<file path="src/sv/idepc_pkg.sv">
`timescale 1ns / 1ps
// ----------------------------------------------------------------------------
// idepc_pkg
// Shared types and constants of the IDE interface paging controller: bus
// command codes, drive strobe codes, low bank sources and the result beat.
// ----------------------------------------------------------------------------
package idepc_pkg;

  localparam int RAM_PAGE_BITS_DEF = 2;
  localparam int HIGH_PAGE_W       = 6;

  localparam logic [7:0]  CTRL_PORT    = 8'hE3;
  localparam logic [7:0]  IDE_PORT     = 8'hA3;
  localparam logic [7:0]  PORT_MASK    = 8'hE3;
  localparam logic [7:0]  REG_BITS     = 8'h1C;
  localparam int          MAPRAM_IDX   = 6;
  localparam int          CONMEM_IDX   = 7;
  localparam logic [12:0] EXIT_TRAP_HI = 13'h03FF;
  localparam logic [7:0]  INSTANT_HI   = 8'h3D;
  localparam logic [15:0] TRAP_RST0    = 16'h0000;
  localparam logic [15:0] TRAP_RST8    = 16'h0008;
  localparam logic [15:0] TRAP_IRQ     = 16'h0038;
  localparam logic [15:0] TRAP_NMI     = 16'h0066;
  localparam logic [15:0] TRAP_LOAD    = 16'h04C6;
  localparam logic [15:0] TRAP_SAVE    = 16'h0562;

  typedef enum logic [1:0] {
    CMD_PORT_RD = 2'd0,
    CMD_PORT_WR = 2'd1,
    CMD_FETCH   = 2'd2,
    CMD_NONE    = 2'd3
  } cmd_t;

  typedef enum logic [1:0] {
    ACC_NONE  = 2'd0,
    ACC_READ  = 2'd1,
    ACC_WRITE = 2'd2
  } acc_t;

  typedef enum logic [1:0] {
    LSRC_HOST_ROM = 2'd0,
    LSRC_IF_ROM   = 2'd1,
    LSRC_RAM3     = 2'd2
  } lsrc_t;

  typedef struct packed {
    logic [7:0]             cpu_read_data;
    logic                   bus_driven;
    acc_t                   ide_access;
    logic                   ide_word_access;
    logic [2:0]             ide_register;
    logic [15:0]            ide_write_value;
    logic                   paged_in;
    lsrc_t                  low_source;
    logic                   low_writable;
    logic [HIGH_PAGE_W-1:0] high_ram_page;
    logic                   high_writable;
    logic                   reread_opcode;
  } result_t;

endpackage

</file>
<file path="src/sv/idepc_core.sv">
`timescale 1ns / 1ps
// ----------------------------------------------------------------------------
// idepc_core
// Port decode, data word byte pairing, trap paging and memory map for one
// bus beat. Holds the interface state, which advances on step and on cfg_we.
// ----------------------------------------------------------------------------
module idepc_core #(
  parameter int RAM_PAGE_BITS = idepc_pkg::RAM_PAGE_BITS_DEF
) (
  input  logic                clk,
  input  logic                rst_n,
  input  logic                step,
  input  logic [1:0]          cmd,
  input  logic [15:0]         addr,
  input  logic [7:0]          data,
  input  logic [15:0]         ide_bus_in,
  input  logic                rear_romcs,
  input  logic                cfg_we,
  input  logic                cfg_wdata,
  output idepc_pkg::result_t  res
);
  import idepc_pkg::*;

  logic       jumper_e_r, jumper_e_nxt;
  logic [7:0] ctrl_r, ctrl_nxt, ctrl_step;
  logic       auto_r, auto_nxt, auto_step;
  logic       phase_r, phase_nxt, phase_step;
  logic [7:0] rd_hi_r, rd_hi_nxt, rd_hi_step;
  logic [7:0] wr_lo_r, wr_lo_nxt, wr_lo_step;

  logic                     ide_hit, reg_hit, ctrl_hit, entry_trap;
  logic                     conmem, mapram;
  logic [RAM_PAGE_BITS-1:0] page;

  assign ide_hit  = (addr[7:0] & PORT_MASK) == IDE_PORT;
  assign reg_hit  = |(addr[7:0] & REG_BITS);
  assign ctrl_hit = addr[7:0] == CTRL_PORT;
  assign entry_trap = (addr == TRAP_RST0) || (addr == TRAP_RST8) || (addr == TRAP_IRQ) ||
                      (addr == TRAP_NMI) || (addr == TRAP_LOAD) || (addr == TRAP_SAVE);

  // access decode and state update
  always_comb begin
    ctrl_step  = ctrl_r;
    auto_step  = auto_r;
    phase_step = phase_r;
    rd_hi_step = rd_hi_r;
    wr_lo_step = wr_lo_r;
    res        = '0;
    case (cmd_t'(cmd))
      CMD_PORT_RD: begin
        res.cpu_read_data = data;
        if (ide_hit) begin
          res.bus_driven = 1'b1;
          if (reg_hit) begin
            phase_step        = 1'b0;
            res.cpu_read_data = data & ide_bus_in[7:0];
            res.ide_access    = ACC_READ;
            res.ide_register  = addr[4:2];
          end else begin
            phase_step = ~phase_r;
            if (!phase_r) begin
              rd_hi_step          = ide_bus_in[15:8];
              res.cpu_read_data   = data & ide_bus_in[7:0];
              res.ide_access      = ACC_READ;
              res.ide_word_access = 1'b1;
            end else begin
              res.cpu_read_data = data & rd_hi_r;
            end
          end
        end
      end
      CMD_PORT_WR: begin
        if (ctrl_hit) begin
          phase_step = 1'b0;
          ctrl_step  = data | (ctrl_r & (8'd1 << MAPRAM_IDX));
        end else if (ide_hit) begin
          if (reg_hit) begin
            phase_step          = 1'b0;
            res.ide_access      = ACC_WRITE;
            res.ide_register    = addr[4:2];
            res.ide_write_value = {8'h00, data};
          end else begin
            phase_step = ~phase_r;
            if (!phase_r) begin
              wr_lo_step = data;
            end else begin
              res.ide_access      = ACC_WRITE;
              res.ide_word_access = 1'b1;
              res.ide_write_value = {data, wr_lo_r};
            end
          end
        end
      end
      CMD_FETCH: begin
        if (jumper_e_r) begin
          if (addr[15:3] == EXIT_TRAP_HI) begin
            auto_step = 1'b0;
          end else if (entry_trap) begin
            auto_step = 1'b1;
          end else if (addr[15:8] == INSTANT_HI) begin
            auto_step         = 1'b1;
            res.reread_opcode = 1'b1;
          end
        end
      end
      CMD_NONE: begin
      end
      default: begin
      end
    endcase

    // memory map after the access
    conmem = ctrl_step[CONMEM_IDX];
    mapram = ctrl_step[MAPRAM_IDX];
    page   = ctrl_step[RAM_PAGE_BITS-1:0];
    if ((conmem || auto_step) && !rear_romcs) begin
      res.paged_in      = 1'b1;
      res.high_ram_page = HIGH_PAGE_W'(page);
      res.high_writable = (page != RAM_PAGE_BITS'(3)) || conmem || !mapram;
      if (mapram && !conmem) begin
        res.low_source   = LSRC_RAM3;
        res.low_writable = 1'b0;
      end else if (conmem && !jumper_e_r) begin
        res.low_source   = LSRC_IF_ROM;
        res.low_writable = 1'b1;
      end else begin
        res.low_source   = LSRC_IF_ROM;
        res.low_writable = 1'b0;
      end
    end
  end

  always_comb begin
    ctrl_nxt     = step ? ctrl_step  : ctrl_r;
    phase_nxt    = step ? phase_step : phase_r;
    rd_hi_nxt    = step ? rd_hi_step : rd_hi_r;
    wr_lo_nxt    = step ? wr_lo_step : wr_lo_r;
    auto_nxt     = step ? auto_step  : auto_r;
    jumper_e_nxt = jumper_e_r;
    if (cfg_we) begin
      jumper_e_nxt = cfg_wdata;
      if (cfg_wdata != jumper_e_r) auto_nxt = 1'b0;
    end
  end

  always_ff @(posedge clk) begin
    if (!rst_n) begin
      jumper_e_r <= 1'b1;
      ctrl_r     <= '0;
      auto_r     <= 1'b0;
      phase_r    <= 1'b0;
      rd_hi_r    <= '0;
      wr_lo_r    <= '0;
    end else begin
      jumper_e_r <= jumper_e_nxt;
      ctrl_r     <= ctrl_nxt;
      auto_r     <= auto_nxt;
      phase_r    <= phase_nxt;
      rd_hi_r    <= rd_hi_nxt;
      wr_lo_r    <= wr_lo_nxt;
    end
  end

  // mapram is write-once until reset
  a_mapram_sticky: assert property (@(posedge clk) disable iff (!rst_n)
    ctrl_r[MAPRAM_IDX] |=> ctrl_r[MAPRAM_IDX])
    else $error("mapram bit cleared without reset");

  a_idle_strobe_fields: assert property (@(posedge clk)
    (res.ide_access == ACC_NONE) |-> (!res.ide_word_access && res.ide_register == 3'd0 &&
                                      res.ide_write_value == 16'h0000))
    else $error("strobe fields set with no drive access");

  a_word_phase_flip: assert property (@(posedge clk) disable iff (!rst_n)
    (step && !cfg_we && cmd == CMD_PORT_RD && ide_hit && !reg_hit && !phase_r)
      |=> phase_r)
    else $error("data read did not advance byte phase");

  a_reread_pages: assert property (@(posedge clk)
    res.reread_opcode |-> (res.paged_in == !rear_romcs))
    else $error("instant page-in without paging");

endmodule

</file>
<file path="src/sv/ide_interface_paging_controller_top.sv">
`timescale 1ns / 1ps
// ----------------------------------------------------------------------------
// ide_interface_paging_controller_top
// Bus-side logic of an 8-bit CPU to IDE interface with automatic rom paging.
//
// Input channel (in_valid/in_ready): one beat per CPU bus access, a port
// read, port write or opcode fetch, with the drive's bus value and the rear
// rom disable. Output channel (out_valid/out_ready): one beat per access with
// cpu read data, drive strobe, register select, write value and the memory
// map that holds after the access.
// An accepted beat is registered in the output register, or in the skid
// register while the output stalls. One beat per cycle is taken while the
// skid register is empty. A two-entry output buffer (output register plus
// skid register) keeps in_ready high for one more beat when out_ready
// drops; in_ready falls only while the skid register is occupied.
// cfg_we writes the jumper bit at once; write it only while no beat is in
// flight. Synchronous reset sets the jumper, clears the control byte, auto
// paging, byte phase and latches, and empties both output buffers.
// ----------------------------------------------------------------------------
module ide_interface_paging_controller_top #(
  parameter int RAM_PAGE_BITS = idepc_pkg::RAM_PAGE_BITS_DEF
) (
  input  logic                                clk,
  input  logic                                rst_n,
  input  logic                                cfg_we,
  input  logic                                cfg_wdata,
  input  logic                                in_valid,
  output logic                                in_ready,
  input  logic [1:0]                          in_cmd,
  input  logic [15:0]                         in_addr,
  input  logic [7:0]                          in_data,
  input  logic [15:0]                         in_ide_bus_in,
  input  logic                                in_rear_romcs,
  output logic                                out_valid,
  input  logic                                out_ready,
  output logic [7:0]                          out_cpu_read_data,
  output logic                                out_bus_driven,
  output logic [1:0]                          out_ide_access,
  output logic                                out_ide_word_access,
  output logic [2:0]                          out_ide_register,
  output logic [15:0]                         out_ide_write_value,
  output logic                                out_paged_in,
  output logic [1:0]                          out_low_source,
  output logic                                out_low_writable,
  output logic [idepc_pkg::HIGH_PAGE_W-1:0]   out_high_ram_page,
  output logic                                out_high_writable,
  output logic                                out_reread_opcode
);
  import idepc_pkg::*;

  result_t res;
  result_t out_r, out_nxt, skid_r, skid_nxt;
  logic    out_vld_r, out_vld_nxt, skid_vld_r, skid_vld_nxt;
  logic    in_fire, out_fire;

  assign in_ready = !skid_vld_r;
  assign in_fire  = in_valid && in_ready;
  assign out_fire = out_vld_r && out_ready;

  idepc_core #(
    .RAM_PAGE_BITS (RAM_PAGE_BITS)
  ) u_core (
    .clk        (clk),
    .rst_n      (rst_n),
    .step       (in_fire),
    .cmd        (in_cmd),
    .addr       (in_addr),
    .data       (in_data),
    .ide_bus_in (in_ide_bus_in),
    .rear_romcs (in_rear_romcs),
    .cfg_we     (cfg_we),
    .cfg_wdata  (cfg_wdata),
    .res        (res)
  );

  // output register with skid stage
  always_comb begin
    out_nxt      = out_r;
    out_vld_nxt  = out_vld_r;
    skid_nxt     = skid_r;
    skid_vld_nxt = skid_vld_r;
    if (in_fire) begin
      if (!out_vld_r || out_ready) begin
        out_nxt     = res;
        out_vld_nxt = 1'b1;
      end else begin
        skid_nxt     = res;
        skid_vld_nxt = 1'b1;
      end
    end else if (out_fire) begin
      if (skid_vld_r) begin
        out_nxt      = skid_r;
        skid_vld_nxt = 1'b0;
      end else begin
        out_vld_nxt = 1'b0;
      end
    end
  end

  always_ff @(posedge clk) begin
    if (!rst_n) begin
      out_vld_r  <= 1'b0;
      skid_vld_r <= 1'b0;
    end else begin
      out_vld_r  <= out_vld_nxt;
      skid_vld_r <= skid_vld_nxt;
    end
  end

  always_ff @(posedge clk) begin
    out_r  <= out_nxt;
    skid_r <= skid_nxt;
  end

  assign out_valid           = out_vld_r;
  assign out_cpu_read_data   = out_r.cpu_read_data;
  assign out_bus_driven      = out_r.bus_driven;
  assign out_ide_access      = out_r.ide_access;
  assign out_ide_word_access = out_r.ide_word_access;
  assign out_ide_register    = out_r.ide_register;
  assign out_ide_write_value = out_r.ide_write_value;
  assign out_paged_in        = out_r.paged_in;
  assign out_low_source      = out_r.low_source;
  assign out_low_writable    = out_r.low_writable;
  assign out_high_ram_page   = out_r.high_ram_page;
  assign out_high_writable   = out_r.high_writable;
  assign out_reread_opcode   = out_r.reread_opcode;

  a_skid_needs_out: assert property (@(posedge clk) disable iff (!rst_n)
    skid_vld_r |-> out_vld_r)
    else $error("skid beat held with empty output register");

  a_skid_from_stall: assert property (@(posedge clk) disable iff (!rst_n)
    (!skid_vld_r && out_vld_r && !out_ready && in_valid) |=> skid_vld_r)
    else $error("stalled beat not caught in skid register");

  a_accept_shows: assert property (@(posedge clk) disable iff (!rst_n)
    in_fire |=> out_vld_r)
    else $error("accepted beat produced no output");

endmodule
</file>
<file path="config.mk">
export PLATFORM = sky130hd
export DESIGN_NAME = ide_interface_paging_controller_top
export DESIGN_NICKNAME = d
export VERILOG_FILES = /design/src/sv/idepc_pkg.sv /design/src/sv/idepc_core.sv /design/src/sv/ide_interface_paging_controller_top.sv
export SDC_FILE = /design/constraint.sdc
export NUM_CORES = 1
export LEC_CHECK = 0
export BUFFER_PORTS_ARGS = -buffer_cell sky130_fd_sc_hd__buf_2
export CAP_MARGIN = 20
export CORE_ASPECT_RATIO = 2
export CORE_UTILIZATION = 40
export DETAILED_ROUTE_END_ITERATION = 10
export PLACE_DENSITY = 0.69
export SLEW_MARGIN = 25
export SYNTH_ARGS = -nofsm -noshare
export SYNTH_HDL_FRONTEND = slang
export SYNTH_SLANG_ARGS = --single-unit
</file>
<file path="constraint.sdc">
create_clock -name clk -period 4.2 [get_ports clk]
set_input_delay 0.63 -clock clk [delete_from_list [all_inputs] [get_ports clk]]
set_output_delay 0.63 -clock clk [all_outputs]
set_load 0.05 [all_outputs]
</file>
---- Yosys cells after proc, flatten, opt, wreduce, memory -nomap -nowiden ----
Cells that the tools add are included.
word-level totals
  output and inout bits ................... 45
  logic and storage cells ................. 140
  bits in registers ....................... 115
cells by class
  equality and inequality tests ........... 16
  mux-type cells .......................... 50
  bitwise gates (word level) .............. 7
  reductions and logical operators ........ 34
operators by type and width
  operator                                                           count
  43-bit two-way mux                                                 4
  16-bit two-way mux                                                 3
  22-bit two-way mux                                                 2
  16-bit by 11-bit == test with 1-bit output, second input constant  2
  8-bit two-way mux                                                  4
  1-bit two-way mux                                                  26
  8-bit bitwise AND                                                  2
  16-bit by 4-bit == test with 1-bit output, second input constant   1
  16-bit by 6-bit == test with 1-bit output, second input constant   1
  16-bit by 7-bit == test with 1-bit output, second input constant   1
  16-bit logical NOT                                                 1
  15-bit two-way mux                                                 1
  13-bit by 10-bit == test with 1-bit output, second input constant  1
  6-bit case mux with 2 select lines                                 1
  11-bit two-way mux                                                 1
  1-bit logical OR                                                   9
  3-bit two-way mux                                                  3
  9-bit two-way mux                                                  1
  3-bit AND reduction                                                3
  8-bit by 6-bit == test with 1-bit output, second input constant    1
  8-bit == test, second input constant                               1
  8-bit by 7-bit OR with 8-bit output                                1
  1-bit logical NOT                                                  6
  2-bit two-way mux                                                  3
  other kinds (15)                                                   28

---- Depth between registers and ports, before layout ----
Gate-level depths: netlist of the first run.
  depth after elaboration ................. 15
  mapped depth ............................ 7
  depth with buffers taken out ............ 7

---- By module ----
A second synthesis of the first run with hierarchy kept.
second synthesis, totals
  cell total of the unflattened synthesis .. 362
  area total of the unflattened synthesis .. 5,087.4 µm²
modules (own cells, without submodules)
  module                               cells each  area an instance (µm²)  times used
  ide_interface_paging_controller_top  149         3,414.5                 1
  idepc_core                           213         1,672.9                 1

---- Worst setup path before layout of the first run ----
No wires, ideal clock.
  path type ............................... input -> register
  start point ............................. input port in_valid
  end point ............................... register out_r, in the netlist out_bus_driven, enable pin
  path slack .............................. 299 ps
  cell stages on the path ................. 5
  library setup time ...................... 448 ps
  required time ........................... 3,752 ps
  arrival time ............................ 3,453 ps
  path through ............................ nor2b_1 buf_1 clkbuf_1 a21oi_1 a21oi_1
on the way
  cells in the longest elaborated chain, start to end .. 3
ends and longest elaborated chain
  what                                                                          RTL line                                    source
  start: declaration                                                            ide_interface_paging_controller_top.sv:27   input logic in_valid,
  1-bit logical AND *                                                           ide_interface_paging_controller_top.sv:57   assign in_fire = in_valid && in_ready;
  2-bit inequality test (no line) / 2-bit nonzero test (equally long branches)  n/a
  3-bit AND reduction (no line) *                                               n/a
  end signal: assignment                                                        ide_interface_paging_controller_top.sv:111  out_r <= out_nxt;
  end: declaration                                                              ide_interface_paging_controller_top.sv:52   result_t out_r, out_nxt, skid_r, skid_nxt;
Mark *: on every way between the ends. The rest lies on a longest branch, timed or not.
A chain may end at the register's enable or synchronous reset.

==> results of run 1 <==
power by group:
part | internal (µW) | switching, µW | total [µW]
Clock | 461 | 346 | 807
Combinational | 74.9 | 230 | 305
Sequential | 1140 | 15.9 | 1160
Total | 1680 | 592 | 2270
worst max-delay path by stage:
stage,from,endpoint,cells after the start
2_1_floorplan,in_valid,out_bus_driven,5
3_3_place_gp,in_addr[2],out_high_writable,7
3_5_place_dp,in_addr[2],out_high_writable,7
4_1_cts,in_addr[2],out_high_writable,7
5_1_grt,in_addr[2],skid_r[1],7
6_report,in_addr[2],out_high_writable,7
layout make-up:
class | count | area, µm²
Timing Repair Buffer | 93 | 475
Clock inverter | 6 | 61.3
Sequential cell | 103 | 2840
Inverter | 8 | 30.0
Tap cell | 140 | 175
Multi-Input combinational cell | 251 | 1580
Clock buffer | 10 | 229
Fill cell | 1010 | 5560
cells by family (layout without fill, tap and decap cells):
kind of cell    count (synthesis)  count (layout)  synth area share [%]
buf+inv                        25             117                  2.50
xor+xnor                        1               1                 0.195
mux                            41              41                  9.71
simple gates                  159             159                  16.7
flops                         103             103                  63.2
other cells                     1               4                0.0833
compound gates                 46              46                  7.68
sequential cells by signal (all words and copies together), names as in the netlist, 2 cells and up:
register / flops
out_cpu_read_data: 8
out_high_ram_page: 2
out_ide_access: 2
out_ide_register: 3
out_ide_write_value: 16
out_low_source: 2
skid_r: 39
u_core.ctrl_r: 4
u_core.rd_hi_r: 8
u_core.wr_lo_r: 8
synth_stat cells (6+ instances only):
cell type  count  area, µm²
a21oi_1        6       30.0
nor2_1        36        135
edfxtp_1      78       2340
a22o_1         8       70.1
clkbuf_1      11       41.3
nand2_1       79        297
a31oi_1        9       56.3
inv_1          8       30.0
mux2i_1       20        200
dfxtp_1       25        500
and2_1        12       75.1
mux2_2        21        236
through the flow:
step	setup WS, ns	utilization [%]
3_5_place_dp	1.27	46.6
6_report	1.63	49.2
5_1_grt	1.43	49.2
2_1_floorplan	0.299	-
3_3_place_gp	1.33	46.6
4_1_cts	1.63	49.2
worst reg2reg max path, delay by kind of cell (launching register included):
kind | cells | cell delay, ns
compound gates | 2 | 0.84
buf+inv | 1 | 0.32
flops | 1 | 0.37
simple gates | 1 | 0.42
layer usage:
metal  routed length (µm)  global-route usage, %  vias to the layer above
met3                  489                   2.76                       10
li1                     -                      -                     1535
met4                  161                   6.92                        0
met1                 3840                   19.9                     1563
met2                 5820                   35.3                      114
met5                    0                      0                        -
==> flow_summary.yaml, run 1 <==
clock_network:
  clkLatencyLatePin_ns: 0.34
  cts_tree: "yes"
  holdBufCountCts: 0
  numCtsBuffers: 9
  h-tree-depth: 3
  root_buffer: "clkbuf_16"
  post_cts_buffers: 0
  clockBufferDepth: 2
  cts_resized: 0
  clock-sinks: 103
  clk_transition_reported_paths_ns: 0.07
route:
  drt_iter0_markers: 180
  wl_per_cell_um: 16.9
  wirelength_um: 10300
  avgViaCountPerCell: 5.27
  dr_total_vias: 3222
  final_antenna_net_count: 0
  drc: 0
  dr.pass1.iters: 5
hold_path:
  holdPathStages: 2
  min_from: "u_core.wr_lo_r[1]"
  hp-class: "reg -> reg"
  min_to: "u_core.wr_lo_r[1]"
sta:
  worst_slew_pin_slew_ns: 0.936
  slew_headroom_pct: 37.6
  hold_viol: 0
  fmax_mhz: 389
  whs_ns: 0.502
  setup_tns_ns: 0
  finalMaxSlewViolations: 0
  period_needed_ns: 2.57
  skew_ns: 0.00774
  rsz0062_at_grt: "no"
  period_share_pct: 61.2
  setup_viol: 0
logic_synthesis:
  synthDistinctLibCells: 48
  yosysSeqAreaShare_pct: 63.2
  yosys_warnings: 0
  synthesis.area_mm2: 0.00450
  async_flop_share_pct: 0
  synth-edff-count: 78
  synthCells: 376
  yosys_most_used_dff: "edfxtp_1"
  synth.avg_cell_area_um2: 12.0
  ys_ff_latch: 103
grt:
  antenna_found_initial: 0
  grt_remaining_overflow: 0
  grt_pass1_vias: 3284
  grt_first_pass_wirelength_um: 16500
  grt_start_max_net_pins: 40
  track_usage_pct: 18.5
power_and_ir_drop:
  total_power_uw: 2270
  p_per_area_mw_per_mm2: 422
  power_leakage_uw: 0.00225
  ir_drop_mv: 0.181
cells_and_area:
  antenna_cells: 0
  area_delta_synth_final_pct: 19.8
  final_cell_area_mm2: 0.00539
  layoutNonFillerInstCount: 611
  final_common_cell: "buf_2"
  nNetsFinal: 515
  drive_gt1_share_pct: 29.9
  mostFrequentLayoutCells: "buf_2 (89), nand2_1 (79), edfxtp_1 (78)"
die:
  dieArea_mm2: 0.0117
  initial_core_util_pct: 41.1
  dieHeight_um: 152
  std_cell_rows: 54
  pin_count: 94
  die_w_um: 77.0
  core_mm2: 0.0109
worst_setup_path:
  crit_chain: "buf_2 > or3_4 > nor4_4 > mux2i_1 > inv_1 > o211ai_4 > o21ai_1"
  critPathRequiredTime_ns: 4.29
  cp_top_family: "simple AND/OR/NAND/NOR gates"
  reg2reg_depth: 4
  crit_path_end_kind: "register"
  arrival_ns: 2.66
  path_buf_inv: 2
  reg2reg_slack_ns: 1.97
  path_class: "in -> reg"
  cp_slowest_cell: "mux2i_1"
  worstReg2RegEnd: "out_ide_write_value[0]"
  r2r-start: "skid_vld_r"
  cp-start-kind: "primary input"
  critical_path.max_fanout: 7
  max_stage_delay_ns: 0.49
run:
  drv_cap: 0
placement:
  dp_hpwl_um: 7490
  io_buffers: 89
  gp_congestion: 0.780
  place_inst: 595
  placed_area_mm2: 0.00510
status:
  status: "completed"
(Power assumes the default switching activity.)
==> run 2, diff against run 1 <==
- clock period: 4.2 -> 2.5 ns (I/O delays scaled with it)
==> run 2 against run 1 <==
Clock skew about the same. Global-route usage barely moved. Routed wire length shrank 0.96%. Sequential share of layout area is 1.5 points lower. Flip-flop and latch count unchanged. Critical path type is now reg -> reg. Critical endpoint is now out_paged_in. Largest power group unchanged.
==> flow_summary.yaml, run 2 (synthesis results as in run 1) <==
clock_network:
  holdBufCountCts: 0
  clockBufferDepth: 2
  clock-sinks: 103
  h-tree-depth: 3
  clk_transition_reported_paths_ns: 0.07
  clkLatencyLatePin_ns: 0.34
  root_buffer: "clkbuf_16"
  post_cts_buffers: 0
  cts_resized: 0
  cts_tree: "yes"
  numCtsBuffers: 9
sta:
  period_needed_ns: 2.04
  setup_tns_ns: 0
  worst_slew_pin_slew_ns: 0.737
  fmax_mhz: 491
  finalMaxSlewViolations: 0
  slew_headroom_pct: 50.8
  setup_ws_ns: 0.462
  hold_viol: 0
  rsz0062_at_grt: "no"
  period_share_pct: 81.5
  setup_viol: 0
  skew_ns: 0.00795
placement:
  placed_area_mm2: 0.00520
  io_buffers: 89
  pre_cts_slack_ns: 0.202
  gp_congestion: 0.782
  dp_hpwl_um: 7330
worst_setup_path:
  crit_path_end_kind: "register"
  cp-start-kind: "register"
  path_buf_inv: 0
  cp_top_family: "simple AND/OR/NAND/NOR gates"
  arrival_ns: 2.12
  critPathRequiredTime_ns: 2.58
  cp_slowest_cell: "nor4_1"
  crit_chain: "nand4bb_1 > or3_1 > nor4_1 > a21oi_2 > o211ai_4 > nand2_1"
  critical_path.max_fanout: 5
  max_stage_delay_ns: 0.46
  path_class: "reg -> reg"
die:
  std_cell_rows: 54
  dieArea_mm2: 0.0117
  pin_count: 94
  core_mm2: 0.0109
  initial_core_util_pct: 41.1
  die_w_um: 77.0
  dieHeight_um: 152
power_and_ir_drop:
  total_power_uw: 4070
  p_per_area_mw_per_mm2: 734
  ir_drop_mv: 0.381
  power_leakage_uw: 0.00233
grt:
  grt_start_max_net_pins: 40
  grt_first_pass_wirelength_um: 16300
  grt_remaining_overflow: 0
  antenna_found_initial: 0
  track_usage_pct: 18.4
  grt_pass1_vias: 3280
cells_and_area:
  largest_reg_flops: 39
  final_common_cell: "buf_2"
  fill_cells: 1019
  mostFrequentLayoutCells: "buf_2 (89), nand2_1 (79), edfxtp_1 (78)"
  drive_gt1_share_pct: 31.8
  utilization_pct: 50.6
  nNetsFinal: 525
  final_cell_area_mm2: 0.00554
  largest-register: "skid_r"
  antenna_cells: 0
  area_delta_synth_final_pct: 23.2
route:
  dr.pass1.iters: 4
  dr_total_vias: 3238
  drt_iter0_markers: 181
  final_antenna_net_count: 0
  avgViaCountPerCell: 5.21
  wl_per_cell_um: 16.4
  drc: 0
  wirelength_um: 10200
status:
  status: "completed"
hold_path:
  hp-class: "in -> reg"
run:
  drv_cap: 0
-- run 2: path summary, 6_finish.rpt --
kind                      from                 to  slack (ns)  cells past startpoint
max reg2reg  u_core.jumper_e_r       out_paged_in        0.46                      6
max          u_core.jumper_e_r       out_paged_in        0.46                      6
min reg2reg  u_core.wr_lo_r[5]  u_core.wr_lo_r[5]        0.50                      2
min                      rst_n  u_core.jumper_e_r        0.26                      2
-- run 2: power by group --
part	switching, µW	internal (µW)	total (µW)
logic	386	136	522
registers	25.5	1920	1950
clock network	615	982	1600
-- run 2: cell type report --
cell class	count	area, µm²	share of cell area, %
inverter	8	30.0	0.542
clock buffer	9	225	4.06
sequential	103	2840	51.3
clock inverter	7	118	2.12
multi-input combinational	251	1580	28.4
tap	140	175	3.16
timing repair buffer	103	576	10.4
-- run 2: layer usage --
layer  GRT usage [%]  part of all wire [%]  vias up
li1                -                     -     1558
met1            19.2                    37     1553
met2            33.9                    55      113
met3            3.78                   5.2       14
met4            9.52                   2.7        0
met5               0                     0        -
-- run 2: worst reg2reg max path, delay by kind of cell, from the launching register on --
kind | cells | cell delay, ns
DFF | 1 | 0.40
and+or+nand+nor | 4 | 1.07
AOI/OAI and AO/OA | 2 | 0.31
-- run 2: per-stage QoR --
stage	hold slack (ns)	std cells
2_1_floorplan	0.437	379
4_1_cts	0.251	621
3_3_place_gp	0.474	605
5_1_grt	0.268	621
6_report	0.258	621
3_5_place_dp	0.490	605
==> run 3, diff against run 2 <==
- clock period: 2.5 -> 1.9 ns (I/O delays scaled with it)
==> run 3 against run 2 <==
Utilization rose by 1.6 points. Via count rose by 4.0%. Worst hold slack got worse by 0.075 ns. Routed wire length rose by 3.8%. Maximum frequency rose by 14%. Flip-flop and latch count did not move. Clock skew fell by 0.0020 ns.
==> flow_summary.yaml, run 3 (synthesis results as in run 1) <==
clock_network:
  clock-sinks: 103
  clockBufferDepth: 2
  holdBufCountCts: 0
  clkLatencyLatePin_ns: 0.34
  h-tree-depth: 3
  cts_resized: 0
  numCtsBuffers: 9
  post_cts_buffers: 0
  cts_tree: "yes"
  root_buffer: "clkbuf_16"
  clk_transition_reported_paths_ns: 0.07
sta:
  whs_ns: 0.183
  worst_slew_pin_slew_ns: 0.661
  fmax_mhz: 559
  setup_viol: 0
  setup_tns_ns: 0
  period_share_pct: 94.1
  finalMaxSlewViolations: 0
  period_needed_ns: 1.79
  skew_ns: 0.00597
  slew_headroom_pct: 55.7
  setup_ws_ns: 0.112
  hold_viol: 0
grt:
  grt_pass1_vias: 3480
  grt_remaining_overflow: 0
  grt_first_pass_wirelength_um: 17100
  antenna_found_initial: 0
  grt_start_max_net_pins: 30
  track_usage_pct: 19.4
worst_setup_path:
  cp_top_family: "simple AND/OR/NAND/NOR gates"
  path_class: "reg -> reg"
  max_stage_delay_ns: 0.36
  crit_chain: "nand4bb_1 > or3_4 > nor4_2 > buf_4 > a21oi_2 > o211ai_4 > o21ai_1"
  cp-start-kind: "register"
  arrival_ns: 1.87
  critical_path.max_fanout: 5
  path_buf_inv: 1
  cp_slowest_cell: "or3_4"
  crit_path_end_kind: "register"
  critPathRequiredTime_ns: 1.99
run:
  drv_cap: 0
status:
  status: "completed"
route:
  avgViaCountPerCell: 5.22
  dr.pass1.iters: 4
  drt_iter0_markers: 229
  drc: 0
  wl_per_cell_um: 16.4
  dr_total_vias: 3367
  final_antenna_net_count: 0
  wirelength_um: 10600
cells_and_area:
  largest_reg_flops: 39
  antenna_cells: 0
  largest-register: "skid_r"
  mostFrequentLayoutCells: "buf_2 (89), nand2_1 (79), edfxtp_1 (78)"
  area_delta_synth_final_pct: 26.9
  nNetsFinal: 549
  drive_gt1_share_pct: 36.2
  final_common_cell: "buf_2"
die:
  core_mm2: 0.0109
  dieArea_mm2: 0.0117
  initial_core_util_pct: 41.1
  die_w_um: 77.0
  dieHeight_um: 152
  pin_count: 94
  std_cell_rows: 54
placement:
  gp_congestion: 0.796
  io_buffers: 89
  pre_cts_slack_ns: -0.236
  dp_hpwl_um: 8000
power_and_ir_drop:
  ir_drop_mv: 0.464
  p_per_area_mw_per_mm2: 867
  power_leakage_uw: 0.00242
hold_path:
  hp-class: "in -> reg"
## run 3: tightest hold or removal path: stages
cell     delay (ns)
buf_2          0.08
mux2i_1        0.05
nor2_1         0.07
## run 3: worst paths after layout
kind	from	end	slack (ns)	cells after the start
max	u_core.jumper_e_r	out_high_writable	0.11	7
min	in_ide_bus_in[10]	u_core.rd_hi_r[2]	0.18	3
max reg2reg	u_core.jumper_e_r	out_high_writable	0.11	7
min reg2reg	u_core.rd_hi_r[7]	u_core.rd_hi_r[7]	0.50	2
## run 3: metrics by stage
step	power [µW]	std cells	instance area, µm²	utilization, %
global route	5140	645	5710	52.2
CTS	5010	645	5700	52.1
finish	4950	645	5710	52.2
global placement	3340	629	5430	49.6
detailed placement	3350	629	5430	49.6
floorplan	3090	379	4580	-
## run 3: per-layer routing
layer  track usage, %  routed length, µm  up-vias
li1                 -                  -     1607
met5                0                  0        -
met2             35.6               5910      101
met1             19.6               3820     1635
met4             13.5                534        0
met3             2.58                335       24
## run 3: where the power goes
group / total, µW / leakage [µW] / switching [µW] / internal, µW
combinational: 728 / 0.00134 / 520 / 208
clock: 1660 / 0.000128 / 768 / 889
sequential: 2570 / 0.000950 / 40.1 / 2530
## run 3: final cells by class
| class | count | area, µm² |
|---|---|---|
| fillers | 1026 | 5230 |
| flip-flops and latches | 103 | 2850 |
| multi-input cells | 251 | 1610 |
| repair buffers | 127 | 781 |
| clock buffers | 11 | 233 |
| well taps | 140 | 175 |
| clock inverters | 5 | 33.8 |
| inverters | 8 | 30.0 |
